==> config.mk <==
export PLATFORM = sky130hd
export DESIGN_NAME = bllk_sqrt_cell
export DESIGN_NICKNAME = d
export VERILOG_FILES = /design/src/bllk_pkg.sv /design/src/bllk_sqrt_cell.sv
export SDC_FILE = /design/constraint.sdc
export NUM_CORES = 1
export LEC_CHECK = 0
export BUFFER_PORTS_ARGS = -buffer_cell sky130_fd_sc_hd__buf_4
export CELL_PAD_IN_SITES_DETAIL_PLACEMENT = 1
export CELL_PAD_IN_SITES_GLOBAL_PLACEMENT = 1
export CORE_MARGIN = 10
export CORE_UTILIZATION = 37
export CTS_BUF_LIST = sky130_fd_sc_hd__clkbuf_8
export CTS_CLUSTER_SIZE = 30
export DETAILED_ROUTE_END_ITERATION = 7
export PLACE_DENSITY_LB_ADDON = 0.1
export REMOVE_ABC_BUFFERS = 1
export SLEW_MARGIN = 15
export SYNTH_ARGS = -nofsm -noshare
export SYNTH_HDL_FRONTEND = slang
export SYNTH_SLANG_ARGS = --single-unit
==> constraint.sdc <==
create_clock -name clk -period 4.9 [get_ports clk]
set_input_delay 0.98 -clock clk [delete_from_list [all_inputs] [get_ports clk]]
set_output_delay 0.98 -clock clk [all_outputs]
set_load 0.05 [all_outputs]
==> src/bllk_pkg.sv <==
// Package for the lateral leg kinematics block: widths, cell data types,
// CORDIC angle table and output rounding helpers. No dependencies.
package bllk_pkg;

  localparam int POS_W   = 24;  // hip position / foot center, Q16 signed
  localparam int REG_W   = 18;  // unsigned length registers, Q16
  localparam int OUT_W   = 18;  // roll / length outputs
  localparam int CFG_W   = 24;  // widest register
  localparam int IDX_W   = 2;   // register index
  localparam int DIFF_W  = 26;  // position minus right foot center
  localparam int OFS_W   = 21;  // doubled offset, signed
  localparam int HGT_W   = 20;  // doubled height, unsigned
  localparam int MAG_W   = 20;  // |doubled offset|
  localparam int CW      = 32;  // CORDIC x, y, z width
  localparam int SQ_W    = 40;  // radicand width
  localparam int SQ_STEPS = SQ_W / 2;
  localparam int ROOT_W  = SQ_STEPS;
  localparam int REM_W   = 22;
  localparam int ROLL_LIMIT = 102944;
  localparam int LEN_MAX    = 262143;

  // Register indexes
  localparam logic [IDX_W-1:0] REG_HIP_HEIGHT  = 2'd0;
  localparam logic [IDX_W-1:0] REG_STEP_WIDTH  = 2'd1;
  localparam logic [IDX_W-1:0] REG_HIP_WIDTH   = 2'd2;
  localparam logic [IDX_W-1:0] REG_RIGHT_FOOT  = 2'd3;

  typedef struct packed {
    logic signed [CW-1:0] x;
    logic signed [CW-1:0] y;
    logic signed [CW-1:0] z;
  } cord_t;

  typedef struct packed {
    logic [SQ_W-1:0]   n;
    logic [REM_W-1:0]  rem;
    logic [ROOT_W-1:0] root;
  } sq_t;

  // atan(2^-i) scaled by 2^30, floored
  function automatic logic signed [CW-1:0] atan_step(input int i);
    logic signed [CW-1:0] a;
    a = '0;
    unique case (i)
      0: a = 32'sd843314856;
      1: a = 32'sd497837829;
      2: a = 32'sd263043836;
      3: a = 32'sd133525158;
      4: a = 32'sd67021686;
      5: a = 32'sd33543515;
      6: a = 32'sd16775850;
      7: a = 32'sd8388437;
      8: a = 32'sd4194282;
      9: a = 32'sd2097149;
      default: begin
        if (i <= 30) a = (32'sd1 <<< (30 - i)) - 32'sd1;
        else a = '0;
      end
    endcase
    return a;
  endfunction

  // Round z (2^30 rad) to Q16 and clamp
  function automatic logic [OUT_W-1:0] roll_of(input logic signed [CW-1:0] z);
    logic signed [CW-1:0] r;
    logic [OUT_W-1:0] q;
    r = (z + 32'sd8192) >>> 14;
    if (r > 32'sd102944) q = 18'(ROLL_LIMIT);
    else if (r < -32'sd102944) q = 18'(-ROLL_LIMIT);
    else q = r[OUT_W-1:0];
    return q;
  endfunction

  // Halve the doubled root with rounding and saturate
  function automatic logic [OUT_W-1:0] length_of(input logic [ROOT_W-1:0] root);
    logic [ROOT_W:0] s;
    logic [ROOT_W-1:0] l;
    s = {1'b0, root} + (ROOT_W+1)'(1);
    l = s[ROOT_W:1];
    return (l > ROOT_W'(LEN_MAX)) ? OUT_W'(LEN_MAX) : l[OUT_W-1:0];
  endfunction

endpackage

==> src/bllk_sqrt_cell.sv <==
// One restoring square-root step (one root bit), registered.
// Depends on bllk_pkg (sq_t).
module bllk_sqrt_cell import bllk_pkg::*; (
  input  logic clk,
  input  sq_t  prev,
  output sq_t  cur
);

  logic [REM_W:0] part;
  logic [REM_W:0] trial;

  // bring down the next bit pair, trial subtract 4*root+1
  always_comb begin
    part  = {prev.rem[REM_W-2:0], prev.n[SQ_W-1 -: 2]};
    trial = {1'b0, prev.root, 2'b01};
  end

  always_ff @(posedge clk) begin
    cur.n <= {prev.n[SQ_W-3:0], 2'b00};
    if (part >= trial) begin
      cur.rem  <= REM_W'(part - trial);
      cur.root <= {prev.root[ROOT_W-2:0], 1'b1};
    end else begin
      cur.rem  <= part[REM_W-1:0];
      cur.root <= {prev.root[ROOT_W-2:0], 1'b0};
    end
  end

endmodule

==> results.py <==
metrics = {
    "global_route": {
        "grt_pass1_vias": 3261,
        "grtUsageTotal_pct": 17.6,
        "antenna_found_initial": 0,
        "grt_pass1_wl_mm": 18.3,
        "grt_max_degree": 18,
        "grt_overflow": 0,
    },
    "final_layout": {
        "reg.largest.list": "cur (80)",
        "top_register": "cur",
        "insertedDiodeCount": 0,
        "area_delta_synth_final_pct": 44.2,
        "largest_register_ff_count": 80,
        "fin_util_pct": 55.0,
        "fin_nets": 595,
        "drive_gt1_share_pct": 41.0,
    },
    "sta": {
        "worstMarginPinSlew_ns": 0.771,
        "relSlewSlack_pct": 48.1,
        "rsz0062_at_grt": "false",
        "final-max-slew-violation-count": 0,
        "finalSetupViolations": 0,
        "fin_tns_setup_ns": 0,
        "setup_slack_ns": 1.72,
        "finalCritPeriodShare_pct": 64.8,
        "fin_hold_ws_ns": 0.719,
        "finalHoldViolCount": 0,
        "period_needed_ns": 3.18,
        "clock.fmax_mhz": 315,
    },
    "synth": {
        "ys_types": 60,
        "syn_area_um2": 3350,
        "netlist_top_cells_area": "dfxtp_1 48%, ha_1 8.2%, a21oi_1 3.4%",
        "synth_fa_ha_area_share_pct": 8.23,
        "synth_commonest_cells": "80 x dfxtp_1, 23 x a21oi_1, 23 x inv_1",
        "yosysWarningCount": 0,
        "synthArstFlopShare_pct": 0,
        "synthMuxAreaShare_pct": 4.45,
        "yosysTopAreaCellShare_pct": 47.9,
        "synthCells": 331,
        "synthFlopType": "dfxtp_1",
        "synth_compound_area_share_pct": 17.3,
        "synth_edf_count": 0,
        "synth_xor_area_share_pct": 3.66,
        "synthSimpleGateAreaFrac_pct": 12.5,
        "synth_top_family_by_area": "compound AO/OA/AOI/OAI gates",
        "yosysSeqAreaShare_pct": 47.9,
        "yosysTopAreaCell": "dfxtp_1",
        "synthMostInstantiatedCell": "dfxtp_1",
        "ys_seq_elements": 80,
        "avgSynthCellArea_um2": 10.1,
    },
    "routing": {
        "wl_per_cell_um": 19.8,
        "drt-pass1-iter-count": 4,
        "antenna_left": 0,
        "vias_per_cell": 5.03,
        "drc": 0,
        "wirelength_mm": 11.9,
        "vias": 3036,
        "drtIter0Drc": 124,
    },
    "flow_run": {
        "maxCapViolCount": 0,
    },
    "clock_network": {
        "htree_levels": 3,
        "cts_hold_buffers": 0,
        "tritoncts": "done",
        "clkTransAtPathRegs_ns": 0.09,
        "cts_root_buf": "clkbuf_8",
        "post_cts_resized": 0,
        "cts_buffers": 9,
        "cts_setup_buffers": 0,
        "cts_max_path_buffers": 2,
        "clock-sinks": 80,
    },
    "place": {
        "io_buffers": 161,
        "gp_congestion": 0.825,
        "post-dp-hpwl_mm": 9.87,
        "dp_slack_ns": 1.37,
    },
    "critical_path": {
        "cp_max_fo": 17,
        "crit_required_ns": 5.14,
        "worst_setup_path_end_kind": "flip-flop",
        "critical_path_arrival_ns": 3.42,
        "critPathKind": "in -> reg",
        "start_kind": "primary input",
    },
    "power": {
        "cellPowerDensity_nw_per_um2": 398,
        "max-vdd-ir-drop_mv": 0.134,
        "p_leak_nw": 2.27,
        "finalPower_mw": 1.92,
    },
    "die": {
        "die-area_um2": 13200,
        "die_w_um": 115,
        "initial_core_util_pct": 38.2,
        "num_rows": 34,
        "dieHeight_um": 115,
        "pin_count": 165,
        "core_um2": 8760,
    },
    "status": {
        "status": "finished, final reports clean",
    },
    "hold_path": {
        "min_path_type": "in -> reg",
    },
}
cell type report:
cell class / instances / area, um^2
repair buffers: 161 / 1210
flip-flops and latches: 80 / 1600
multi-input cells: 214 / 1550
clock inverters: 7 / 104
clock buffers: 9 / 124
well taps: 108 / 135
fillers: 1013 / 3940
inverters: 24 / 97.6
critical path, cell delays in order:
cell and delay (ns):
buf_4 0.08, inv_1 0.03, ha_1 0.42, a21oi_1 0.29
o21ai_1 0.15, a41oi_1 0.39, nand3_2 0.24, nor2_4 0.37
inv_8 0.13, mux2_4 0.31
metrics by stage:
stage          instance area [um^2]  cells
2_1_floorplan                  3250    318
5_1_grt                        4820    603
3_5_place_dp                   4600    587
6_report                       4820    603
3_3_place_gp                   4600    587
4_1_cts                        4820    603
kinds of logic after synthesis:
family,after synthesis
compound gates,83
simple gates,81
other cells,1
flops,80
xor+xnor,14
mux,12
buf+inv,38
fa+ha+maj,22
worst paths after layout:
check             cells after the start     start      end
setup / recovery                     10  prev[14]  cur[32]
hold / removal                        1  prev[75]  cur[77]
layer usage:
layer	vias up	share of wire [%]	wire length [um]	track usage [%]
met5	-	0	0	0
met4	0	0.96	114	4.62
met3	10	8.7	1040	6.51
met2	123	48	5680	28.9
met1	1426	43	5100	21.1
li1	1477	-	-	-
layout by cell type (no fill, tap or decap), types with 7 or more instances in the layout:
cell,synthesis,layout
buf_4,3,161
nand2_1,18,18
o21ai_0,17,17
dfxtp_1,80,80
o211ai_1,7,7
inv_1,23,23
ha_1,22,22
nor2_1,19,19
clkbuf_8,0,9
xnor2_1,10,10
mux2_2,7,7
a21oi_1,23,23
nand3_1,14,14
nor3_1,8,8
power breakdown:
part | leakage [nW] | switching (mW) | internal, mW
combinational | 1.49 | 0.407 | 0.219
sequential | 0.675 | 0.0177 | 0.714
clock | 0.108 | 0.269 | 0.293
Note: power is estimated with default switching activity, not from simulation.
